`src/rtl/ps2mt_pkg.sv`:
```
// Package for the PS/2 mouse packet tracker.
// Holds the payload structs, the command passed between front and back, and constants.
// No dependencies.
package ps2mt_pkg;

    // Controller status gate: output full (bit 0) and aux data (bit 5).
    localparam logic [7:0] GATE_MASK   = 8'h21;
    localparam int         SYNC_BIT    = 3;
    localparam int         BUTTON_W    = 3;

    // Cursor size kept clear of the far edges.
    localparam int CURSOR_W = 12;
    localparam int CURSOR_H = 12;

    localparam int POS_W   = 12;
    localparam int BOUND_W = 13;
    localparam int POS_MAX = 4095;

    // Bound registers and their reset values.
    localparam int                 CFG_INDEX_W  = 1;
    localparam logic [BOUND_W-1:0] WIDTH_RESET  = 13'd1280;
    localparam logic [BOUND_W-1:0] HEIGHT_RESET = 13'd800;
    localparam logic [POS_W-1:0]   X_RESET      = POS_W'(WIDTH_RESET / 2);
    localparam logic [POS_W-1:0]   Y_RESET      = POS_W'(HEIGHT_RESET / 2);

    localparam logic [CFG_INDEX_W-1:0] REG_SCREEN_WIDTH  = 1'd0;
    localparam logic [CFG_INDEX_W-1:0] REG_SCREEN_HEIGHT = 1'd1;

    // Command queue between front and back.
    localparam int QUEUE_DEPTH = 2;
    localparam int QPTR_W      = (QUEUE_DEPTH > 1) ? $clog2(QUEUE_DEPTH) : 1;

    // Position of the next byte within a three-byte packet.
    typedef enum logic [1:0] {
        PHASE_FIRST  = 2'd0,
        PHASE_SECOND = 2'd1,
        PHASE_THIRD  = 2'd2
    } packet_phase_t;

    typedef struct packed {
        logic [7:0] status_byte;
        logic [7:0] data_byte;
    } mouse_in_t;

    typedef struct packed {
        logic                byte_taken;
        logic                report_valid;
        logic [POS_W-1:0]    pos_x;
        logic [POS_W-1:0]    pos_y;
        logic signed [7:0]   delta_x;
        logic signed [7:0]   delta_y;
        logic [BUTTON_W-1:0] buttons;
    } mouse_out_t;

    // Classified byte handed from the front to the back.
    typedef struct packed {
        logic                taken;
        logic                report;
        logic [7:0]          dx;
        logic [7:0]          ndy;
        logic [BUTTON_W-1:0] buttons;
    } ps2mt_cmd_t;

    typedef struct packed {
        logic full;
        logic empty;
    } ps2mt_q_status_t;

endpackage

```
`src/rtl/ps2mt_front.sv`:
```
// Front end of the PS/2 mouse packet tracker: gates the status byte and assembles packets.
// Depends on ps2mt_pkg.
module ps2mt_front (
    input  logic                   clk,
    input  logic                   rst_n,
    input  logic                   accept,
    input  ps2mt_pkg::mouse_in_t   in_data,
    output ps2mt_pkg::ps2mt_cmd_t  cmd
);
    import ps2mt_pkg::*;

    packet_phase_t phase_reg, phase_next;
    logic [7:0]    first_byte_reg, first_byte_next;
    logic [7:0]    second_byte_reg, second_byte_next;
    logic          gate;

    // The data byte counts only when the controller flags aux output full.
    assign gate = ((in_data.status_byte & GATE_MASK) == GATE_MASK);

    // Packet state registers.
    always_ff @(posedge clk or negedge rst_n)
    begin
        if (!rst_n)
        begin
            phase_reg       <= PHASE_FIRST;
            first_byte_reg  <= 8'd0;
            second_byte_reg <= 8'd0;
        end
        else if (accept)
        begin
            phase_reg       <= phase_next;
            first_byte_reg  <= first_byte_next;
            second_byte_reg <= second_byte_next;
        end
    end

    // Next packet phase and the command for this byte.
    always_comb
    begin
        phase_next       = phase_reg;
        first_byte_next  = first_byte_reg;
        second_byte_next = second_byte_reg;
        cmd.taken        = gate;
        cmd.report       = 1'b0;
        cmd.dx           = second_byte_reg;
        cmd.ndy          = 8'd0 - in_data.data_byte;
        cmd.buttons      = first_byte_reg[BUTTON_W-1:0];
        case (phase_reg)
            PHASE_FIRST:
            begin
                // A first byte without the sync bit is dropped to resync.
                if (gate && in_data.data_byte[SYNC_BIT])
                begin
                    first_byte_next = in_data.data_byte;
                    phase_next      = PHASE_SECOND;
                end
            end
            PHASE_SECOND:
            begin
                if (gate)
                begin
                    second_byte_next = in_data.data_byte;
                    phase_next       = PHASE_THIRD;
                end
            end
            default:
            begin
                if (gate)
                begin
                    cmd.report = 1'b1;
                    phase_next = PHASE_FIRST;
                end
            end
        endcase
    end

endmodule

```
`src/rtl/ps2mt_queue.sv`:
```
// Short command queue between front and back of the PS/2 mouse packet tracker.
// Depends on ps2mt_pkg.
module ps2mt_queue (
    input  logic                        clk,
    input  logic                        rst_n,
    input  logic                        push,
    input  ps2mt_pkg::ps2mt_cmd_t       push_cmd,
    input  logic                        pop,
    output ps2mt_pkg::ps2mt_cmd_t       head_cmd,
    output ps2mt_pkg::ps2mt_q_status_t  status
);
    import ps2mt_pkg::*;

    ps2mt_cmd_t          entry_reg [QUEUE_DEPTH];
    logic [QPTR_W-1:0]   wr_ptr_reg, wr_ptr_next;
    logic [QPTR_W-1:0]   rd_ptr_reg, rd_ptr_next;
    logic [QPTR_W:0]     count_reg, count_next;

    assign status.full  = (count_reg == (QPTR_W+1)'(QUEUE_DEPTH));
    assign status.empty = (count_reg == '0);
    assign head_cmd     = entry_reg[rd_ptr_reg];

    // Pointer and fill count update.
    always_comb
    begin
        wr_ptr_next = wr_ptr_reg;
        rd_ptr_next = rd_ptr_reg;
        count_next  = count_reg;
        if (push)
        begin
            wr_ptr_next = (wr_ptr_reg == QPTR_W'(QUEUE_DEPTH - 1)) ? '0 : wr_ptr_reg + 1'b1;
        end
        if (pop)
        begin
            rd_ptr_next = (rd_ptr_reg == QPTR_W'(QUEUE_DEPTH - 1)) ? '0 : rd_ptr_reg + 1'b1;
        end
        if (push && !pop)
        begin
            count_next = count_reg + 1'b1;
        end
        else if (pop && !push)
        begin
            count_next = count_reg - 1'b1;
        end
    end

    always_ff @(posedge clk or negedge rst_n)
    begin
        if (!rst_n)
        begin
            wr_ptr_reg <= '0;
            rd_ptr_reg <= '0;
            count_reg  <= '0;
        end
        else
        begin
            wr_ptr_reg <= wr_ptr_next;
            rd_ptr_reg <= rd_ptr_next;
            count_reg  <= count_next;
        end
    end

    // Entry storage; payload needs no reset.
    always_ff @(posedge clk)
    begin
        if (push)
        begin
            entry_reg[wr_ptr_reg] <= push_cmd;
        end
    end

endmodule

```
`src/rtl/ps2mt_back.sv`:
```
// Back end of the PS/2 mouse packet tracker: applies deltas, clamps and holds the result.
// Depends on ps2mt_pkg.
module ps2mt_back (
    input  logic                                   clk,
    input  logic                                   rst_n,
    input  logic                                   cfg_we,
    input  logic [ps2mt_pkg::CFG_INDEX_W-1:0]      cfg_index,
    input  logic [ps2mt_pkg::BOUND_W-1:0]          cfg_wdata,
    input  logic                                   cmd_valid,
    input  ps2mt_pkg::ps2mt_cmd_t                  cmd,
    output logic                                   pop,
    output logic                                   out_valid,
    input  logic                                   out_ready,
    output ps2mt_pkg::mouse_out_t                  out_data
);
    import ps2mt_pkg::*;

    logic [BOUND_W-1:0]  width_reg, height_reg;
    logic [POS_W-1:0]    pos_x_reg, pos_x_next;
    logic [POS_W-1:0]    pos_y_reg, pos_y_next;
    logic [7:0]          dx_reg, dy_reg;
    logic [BUTTON_W-1:0] buttons_reg;
    logic                taken_reg, report_reg;
    logic                valid_reg;

    // Move one axis, clamp below at zero and above at bound minus size minus one and at POS_MAX.
    function automatic logic [POS_W-1:0] axis_move(
        input logic [POS_W-1:0]   pos,
        input logic [7:0]         d,
        input logic [BOUND_W-1:0] bound,
        input logic [6:0]         size
    );
        logic signed [14:0] p;
        logic signed [14:0] lim;
        p   = signed'({3'b000, pos}) + signed'({{7{d[7]}}, d});
        lim = signed'({2'b00, bound}) - signed'({8'd0, size});
        if (p < 0)
            p = '0;
        if (p >= lim)
            p = lim - 15'sd1;
        if (p < 0)
            p = '0;
        if (p > 15'(POS_MAX))
            p = 15'(POS_MAX);
        return p[POS_W-1:0];
    endfunction

    assign pos_x_next = axis_move(pos_x_reg, cmd.dx, width_reg, 7'(CURSOR_W));
    assign pos_y_next = axis_move(pos_y_reg, cmd.ndy, height_reg, 7'(CURSOR_H));

    // A command moves on when the output slot is free or being emptied.
    assign pop       = cmd_valid && (!valid_reg || out_ready);
    assign out_valid = valid_reg;

    assign out_data.byte_taken   = taken_reg;
    assign out_data.report_valid = report_reg;
    assign out_data.pos_x        = pos_x_reg;
    assign out_data.pos_y        = pos_y_reg;
    assign out_data.delta_x      = signed'(dx_reg);
    assign out_data.delta_y      = signed'(dy_reg);
    assign out_data.buttons      = buttons_reg;

    // Bound registers.
    always_ff @(posedge clk or negedge rst_n)
    begin
        if (!rst_n)
        begin
            width_reg  <= WIDTH_RESET;
            height_reg <= HEIGHT_RESET;
        end
        else if (cfg_we)
        begin
            case (cfg_index)
                REG_SCREEN_WIDTH:  width_reg  <= cfg_wdata;
                REG_SCREEN_HEIGHT: height_reg <= cfg_wdata;
                default:           ;
            endcase
        end
    end

    // Pointer state, which doubles as the output register.
    always_ff @(posedge clk or negedge rst_n)
    begin
        if (!rst_n)
        begin
            valid_reg   <= 1'b0;
            taken_reg   <= 1'b0;
            report_reg  <= 1'b0;
            pos_x_reg   <= X_RESET;
            pos_y_reg   <= Y_RESET;
            dx_reg      <= 8'd0;
            dy_reg      <= 8'd0;
            buttons_reg <= '0;
        end
        else
        begin
            if (pop)
            begin
                valid_reg  <= 1'b1;
                taken_reg  <= cmd.taken;
                report_reg <= cmd.report;
                if (cmd.report)
                begin
                    pos_x_reg   <= pos_x_next;
                    pos_y_reg   <= pos_y_next;
                    dx_reg      <= cmd.dx;
                    dy_reg      <= cmd.ndy;
                    buttons_reg <= cmd.buttons;
                end
            end
            else if (out_ready)
            begin
                valid_reg <= 1'b0;
            end
        end
    end

endmodule

```
`src/rtl/ps2mt_tracker_top.sv`:
```
// Top level of the PS/2 mouse packet tracker: front, command queue and back.
// Depends on ps2mt_pkg, ps2mt_front, ps2mt_queue and ps2mt_back.
//
// Each accepted transaction carries one controller status byte and one data
// byte and yields exactly one result transaction. The block takes one
// transaction per clock while the queue is not full; the result is held in
// the two-entry command queue that follows the packet assembler, then in the
// back end, whose position, delta and button registers are the output
// register. The back end applies one command per cycle (one add, compare and
// clamp per axis) unless out_ready holds it, so that stage sets the rate.
// The user must write the bound registers through the plain write port only
// while the block is idle, which it does not enforce; a new bound takes effect
// at the next completed packet. The pointer starts at the reset bounds' center.
module ps2_mouse_packet_tracker_top (
    input  logic                               clk,
    input  logic                               rst_n,
    input  logic                               cfg_we,
    input  logic [ps2mt_pkg::CFG_INDEX_W-1:0]  cfg_index,
    input  logic [ps2mt_pkg::BOUND_W-1:0]      cfg_wdata,
    input  logic                               in_valid,
    output logic                               in_ready,
    input  ps2mt_pkg::mouse_in_t               in_data,
    output logic                               out_valid,
    input  logic                               out_ready,
    output ps2mt_pkg::mouse_out_t              out_data
);
    import ps2mt_pkg::*;

    logic            accept;
    logic            pop;
    ps2mt_cmd_t      front_cmd;
    ps2mt_cmd_t      head_cmd;
    ps2mt_q_status_t q_status;

    assign in_ready = !q_status.full;
    assign accept   = in_valid && in_ready;

    ps2mt_front u_front (
        .clk     (clk),
        .rst_n   (rst_n),
        .accept  (accept),
        .in_data (in_data),
        .cmd     (front_cmd)
    );

    ps2mt_queue u_queue (
        .clk      (clk),
        .rst_n    (rst_n),
        .push     (accept),
        .push_cmd (front_cmd),
        .pop      (pop),
        .head_cmd (head_cmd),
        .status   (q_status)
    );

    ps2mt_back u_back (
        .clk       (clk),
        .rst_n     (rst_n),
        .cfg_we    (cfg_we),
        .cfg_index (cfg_index),
        .cfg_wdata (cfg_wdata),
        .cmd_valid (!q_status.empty),
        .cmd       (head_cmd),
        .pop       (pop),
        .out_valid (out_valid),
        .out_ready (out_ready),
        .out_data  (out_data)
    );

`ifndef ASSERT_OFF
    // The back end never drains an empty queue.
    assert property (@(posedge clk) disable iff (!rst_n) pop |-> !q_status.empty)
        else $error("command popped from an empty queue");

    // A completed packet always comes from a byte that passed the gate.
    assert property (@(posedge clk) disable iff (!rst_n)
        out_valid |-> (!out_data.report_valid || out_data.byte_taken))
        else $error("report without a taken byte");

    // The pointer moves only when a packet completes.
    assert property (@(posedge clk) disable iff (!rst_n)
        !(pop && head_cmd.report) |=> ($stable(out_data.pos_x) && $stable(out_data.pos_y)))
        else $error("pointer moved without a completed packet");

    // A full queue holds back the input side.
    assert property (@(posedge clk) disable iff (!rst_n) q_status.full |-> !accept)
        else $error("transaction accepted into a full queue");
`endif

endmodule
```
`config.mk`:
```
export PLATFORM = sky130hd
export DESIGN_NAME = ps2_mouse_packet_tracker_top
export DESIGN_NICKNAME = d
export VERILOG_FILES = /design/src/rtl/ps2mt_pkg.sv /design/src/rtl/ps2mt_front.sv /design/src/rtl/ps2mt_queue.sv /design/src/rtl/ps2mt_back.sv /design/src/rtl/ps2mt_tracker_top.sv
export SDC_FILE = /design/constraint.sdc
export NUM_CORES = 1
export LEC_CHECK = 0
export BUFFER_PORTS_ARGS = -buffer_cell sky130_fd_sc_hd__buf_4
export CAP_MARGIN = 10
export CELL_PAD_IN_SITES_DETAIL_PLACEMENT = 0
export CELL_PAD_IN_SITES_GLOBAL_PLACEMENT = 1
export CORE_MARGIN = 3
export CORE_UTILIZATION = 51
export DETAILED_ROUTE_END_ITERATION = 6
export MAX_ROUTING_LAYER = met4
export PLACE_DENSITY = 0.95
export SLEW_MARGIN = 20
export SYNTH_ARGS = -nofsm -noshare
export SYNTH_HDL_FRONTEND = slang
export SYNTH_HIERARCHICAL = 1
export SYNTH_SLANG_ARGS = --single-unit
```
`constraint.sdc`:
```
create_clock -name clk -period 8.9 [get_ports clk]
set_clock_uncertainty 0.05 [all_clocks]
set_input_delay 1.78 -clock clk [delete_from_list [all_inputs] [get_ports clk]]
set_output_delay 1.78 -clock clk [all_outputs]
set_load 0.005 [all_outputs]
```
# Yosys cells after proc, flatten, opt, wreduce, memory -nomap -nowiden
# Memory sizes are Yosys's and may differ from the RTL's.
# Cells that the tools add are included.
# word_totals
regBits	89
ram_bits	42
in_bits	35
out_inout_bits	47
wordCells	87
memories	1
# memory_table
memory	depth	width	rd	rd_ports_with_merged_regs	wr	line_no	source
u_queue.entry_reg	2	21	1	0	1	ps2mt_queue.sv:14	ps2mt_cmd_t entry_reg [QUEUE_DEPTH];
# op_classes
addsub	11
order_cmp	8
eq_ne	5
muxes	22
n_bitwise	1
reduce_logical	23
# ops
operator	count
$mux W15	6
$ge A15 B15 Y1	2
$gt A15 B13 Y1 const B	2
$lt A15 B1 Y1 const B	2
$sub A15 B2 Y15 const B	2
$add A13 B8 Y14	2
$lt A14 B1 Y1 const B	2
$sub A13 B4 Y14 const B	2
$mux W12	2
$mux W2	5
$mux W1	8
$sub A1 B8 Y8 const A	1
$reduce_and A2 Y1	3
$reduce_and A3 Y1	2
$reduce_bool A2 Y1	3
$logic_and A1 B1 Y1	5
$logic_not A1 Y1	5
$eq A2 B2 Y1 const B	2
$logic_not A2 Y1	2
$ne A2 B1 Y1 const B	2
$pmux W2 S2	1
$reduce_and A4 Y1	1
$add A1 B1 Y1 const B	2
$add A2 B1 Y2 const B	1
other kinds (5)	5

# Depth between registers and ports, before layout
# An unclocked memory read counts as a cell.
# logic_depth
ltp_word	10
mapped_depth	21

# Modules after synthesis
# Netlist, hierarchy kept.
# by_module_without_submodules
mod	n_inst	cells_per_inst	area_per_inst_um2	seq_area_each_um2
ps2mt_back	1	671	5903.2	1814.2
ps2mt_queue	1	81	1706.6	1361.3
ps2mt_front	1	51	658.1	325.3
ps2_mouse_packet_tracker_top	1	3	13.8	0.0

# Least setup slack after synthesis
# OpenSTA, ideal clock, no wires.
# synth_timing
path_kind	register -> register
startpoint	register u_queue.rd_ptr_reg
endpoint	register u_back.pos_x_reg[11]
arrival_ps	4632
setup_slack_ps	4138
path_stages_with_launch	21
n_path_buf	4
synth_period_minus_slack_ps	4762
path_cell_list	dfrtp_1 -> buf_6 -> mux2_2 -> ha_1 -> a21oi_1 -> o21ai_0 -> a21oi_1 -> a211o_1 -> nand3_1 -> clkbuf_1 -> buf_1 -> nor2_1 -> ha_1 -> a21o_1 -> a21oi_1 -> o21ai_0 -> a221o_1 -> nand2b_1 -> o21ai_1 -> buf_2 -> a2bb2oi_1
# synth_rtl
item	line_no	source
start, declared	ps2mt_queue.sv:16	logic [QPTR_W-1:0] rd_ptr_reg, rd_ptr_next;
start signal, assigned	ps2mt_queue.sv:58	rd_ptr_reg <= rd_ptr_next;
end signal, assigned	ps2mt_back.sv:104	pos_x_reg <= pos_x_next;
end, declared	ps2mt_back.sv:19	logic [POS_W-1:0] pos_x_reg, pos_x_next;

==> impl_metrics.toml <==
[status]
run_status = "finished clean"

[critical_path]
setup_crit_end_kind = "register"
cp_max_fo = 23
critical_path_class = "register to register"
timing_startpoint_of_the_critical_path = "u_queue/rd_ptr_reg$_DFFE_PN0P_"
timing.reg2reg.setup_slack_ns = 2.46
crit_path_launch_type = "register"
worst-endpoint-required_ns = 9.20
worst_ep_arrival_ns = 6.73
worstReg2RegStart = "u_queue/rd_ptr_reg$_DFFE_PN0P_"

[routing]
final_antenna_net_count = 0
drt-total-wl_mm = 18.6
drt-pass1-iter-count = 5
detail_route.wl_per_cell_um = 17.0
vias_per_instance = 5.73
detail_route.iter0.violations = 459
drc_errors = 0
vias = 6245

[yosys]
syn_nets = 901
async_reset_ff_frac = 0.679
synth.lib_cells_used.distinct = 74
synth.ff_latch_count = 131
synthesis.instances = 806
post-synth-top-area-fraction = 0.239
synthTopCellsByArea = "dfrtp_1, edfxtp_1, ha_1, mux2_2, xnor2_1"
synth.yosys.warnings = 6
yosys_most_used_dff = "dfrtp_1"
post_synth_instance_area_um2 = 8280
number_of_flops_mapped_to_enable_cells_by_yosys = 42
synth_seq_area_share = 0.423
synth_area_per_cell_um2 = 10.3
netlist.top_cell.by_area = "dfrtp_1"

[worst_hold_path]
worst_min_delay_path_class = "register to register"
timing.hold.worst.start = "u_front/second_byte_reg[0]$_DFFE_PN0P_"

[grt]
global_route_wire_length_before_repair_mm = 30.5
grtUsageTotal = 0.219
first_global_vias = 6020
grt_max_degree = 67
number_of_antenna_violations_at_the_first_check_in_global_routing = 0
gr-total-overflow = 0

[final_layout]
finalNetCount = 960
num-fill-cells = 1323
post-route-util = 0.613
final_area_um2 = 9530
final_antenna_diode_count = 0
drive_above_1_share = 0.220
largest_register_ffs = 42
area_growth_pct = 15.1

[timing]
fmax_ghz = 0.155
rsz0062_at_grt = "no"
setup-tns-final_ns = 0
tightest_slew_ns = 1.04
timing.final.max_slew_violations = 0
timing_hold_violations_final = 0
min_period_ns = 6.44
final_min_period_over_clock_period = 0.723
finalSetupViolCount = 0
layout_setup_ws_ns = 2.46
timing.max_slew.rel_slack = 0.310

[die]
fp.dieW_um = 133
initial_utilization = 0.533
die-height_um = 133
ios = 82
floorplan.die_area_um2 = 17800
fp-row-count = 45
core_area_um2 = 15500

[clock_tree]
path_clk_slew_ns = 0.06
cts_max_level = 4
numClockSinks = 131
postCtsSetupBuffers = 0
cts.repair.resized = 0
clk-insertion-delay-late_ns = 0.42
cts_tree = "built"
cts_hold_repair.buffers = 0
cts_inserted_buffers = 17
cts-root-buf = "clkbuf_16"
clk_path_buf_depth = 2

[power]
p_per_area_nw_per_um2 = 451
totalPowerFinal_uw = 4300
internal_power_uw = 2430
p_leak_uw = 0.00406
swShare = 0.435
max-vdd-ir-drop_uv = 277
p_sw_uw = 1870
pwr-share-clk = 0.159
power.share.combinational = 0.592
seqPwrFrac = 0.248

[placement]
dp_hpwl_mm = 13.7
dpl_worst_slack_ns = 2.59
placement.cell_area_um2 = 8940
buffer_ports.inserted = 75
gpl.final_weighted_congestion = 0.899

[run]
max_cap_violations = 0
==> layout by cell type (no fill, tap or decap), types with 13 or more instances in the layout <==
cell,Yosys,final
nand2_1,81,81
buf_4,5,80
dfrtp_1,79,79
nor2_1,62,62
ha_1,58,58
mux2_2,56,56
edfxtp_1,42,42
inv_1,39,39
xnor2_1,37,37
xor2_1,34,34
a21oi_1,29,29
o21ai_0,22,22
nor3_1,18,18
clkbuf_16,0,17
a31oi_1,15,15
and2_1,13,13
o32ai_1,13,13
==> worst paths after layout <==
| path | endpoint | depth (start not counted) |
|---|---|---|
| min in group asynchronous | u_back/buttons_reg[0]$_DFFE_PN0P_ | 1 |
| worst min register to register | u_queue/entry_reg[1][11]$_DFFE_PP_ | 0 |
| worst min-delay path | u_queue/entry_reg[1][11]$_DFFE_PP_ | 0 |
| max in group asynchronous | u_back/width_reg[6]$_DFFE_PN0P_ | 2 |
| worst max register to register | u_back/pos_x_reg[3]$_DFFE_PN0P_ | 15 |
| worst max-delay path | u_back/pos_x_reg[3]$_DFFE_PN0P_ | 15 |
==> area by class of cell <==
type / instances / area (um2) / area share
multi-input combinational: 595 / 4430 / 0.464
sequential: 131 / 3500 / 0.367
timing repair buffer: 80 / 601 / 0.0630
clock buffer: 18 / 439 / 0.0461
tap: 211 / 264 / 0.0277
inverter: 40 / 150 / 0.0158
clock inverter: 14 / 149 / 0.0156
==> critical path, stage by stage (launching register included) <==
cell and delay (ns):
dfrtp_1 1.03, mux2_2 0.53, ha_1 0.37, a21oi_1 0.24
o21ai_0 0.17, a21oi_1 0.31, a211o_1 0.21, nand3_1 0.52
nor2_1 0.27, ha_1 0.26, a2111oi_0 0.39, o41ai_1 0.15
a221o_1 0.34, nand2b_1 0.36, o21ai_1 0.89, o22a_1 0.27
==> cells in the mapped netlist, drive strengths merged (3+ instances only) <==
master	n
a22oi	3
a21oi	29
inv	40
mux2	56
and2	13
nand3	11
nor4	4
a211o	4
a2111oi	6
a32oi	11
nand3b	3
nor3	18
clkbuf	20
a211oi	8
ha	58
nor3b	4
or3	5
o31ai	5
o21ai	24
dfrtp	79
nor2	62
edfxtp	42
xnor2	37
o211ai	4
dfstp	10
xor2	34
a31oi	15
nand2	81
nor2b	8
or2	3
or4	6
o22a	10
nand2b	11
o21bai	3
a21o	7
buf	20
o32ai	13
nand4	5
==> through the flow <==
stage	hold slack, ns	std cells
detailed placement	0.400	1057
global route	0.445	1089
floorplan	0.387	806
global placement	0.394	1057
CTS	0.416	1089
finish	0.413	1089
==> power groups by stage <==
| stage | Combinational [uW] | Clock [uW] | Sequential (uW) |
|---|---|---|---|
| final | 2550 | 685 | 1070 |
| after global routing | 2860 | 726 | 1100 |
| after CTS | 2540 | 694 | 1070 |
| after detailed placement | 2520 | 0 | 1070 |
| after global placement | 2470 | 0 | 1060 |
| after floorplan | 1940 | 0 | 1000 |
==> metal layers <==
| layer | vias to the layer above | wire length, um | global-route usage |
|---|---|---|---|
| met3 | 18 | 803 | 0.0340 |
| met2 | 145 | 9220 | 0.359 |
| li1 | 3039 | - | - |
| met4 | 0 | 251 | 0.0686 |
| met5 | - | 0 | - |
| met1 | 3043 | 8280 | 0.280 |
==> cell families (layout without fill, tap and decap cells) <==
kind of cell             Yosys count  after routing  synth area share
adder cells (fa/ha/maj)           60             60            0.0925
AND/OR/NAND/NOR                  243            243             0.145
XOR/XNOR                          71             71            0.0751
AO/OA/AOI/OAI                    164            164             0.143
multiplexers                      57             57            0.0774
flip-flops                       131            131             0.423
buffers and inverters             80            152            0.0438
(Power assumes the default switching activity.)
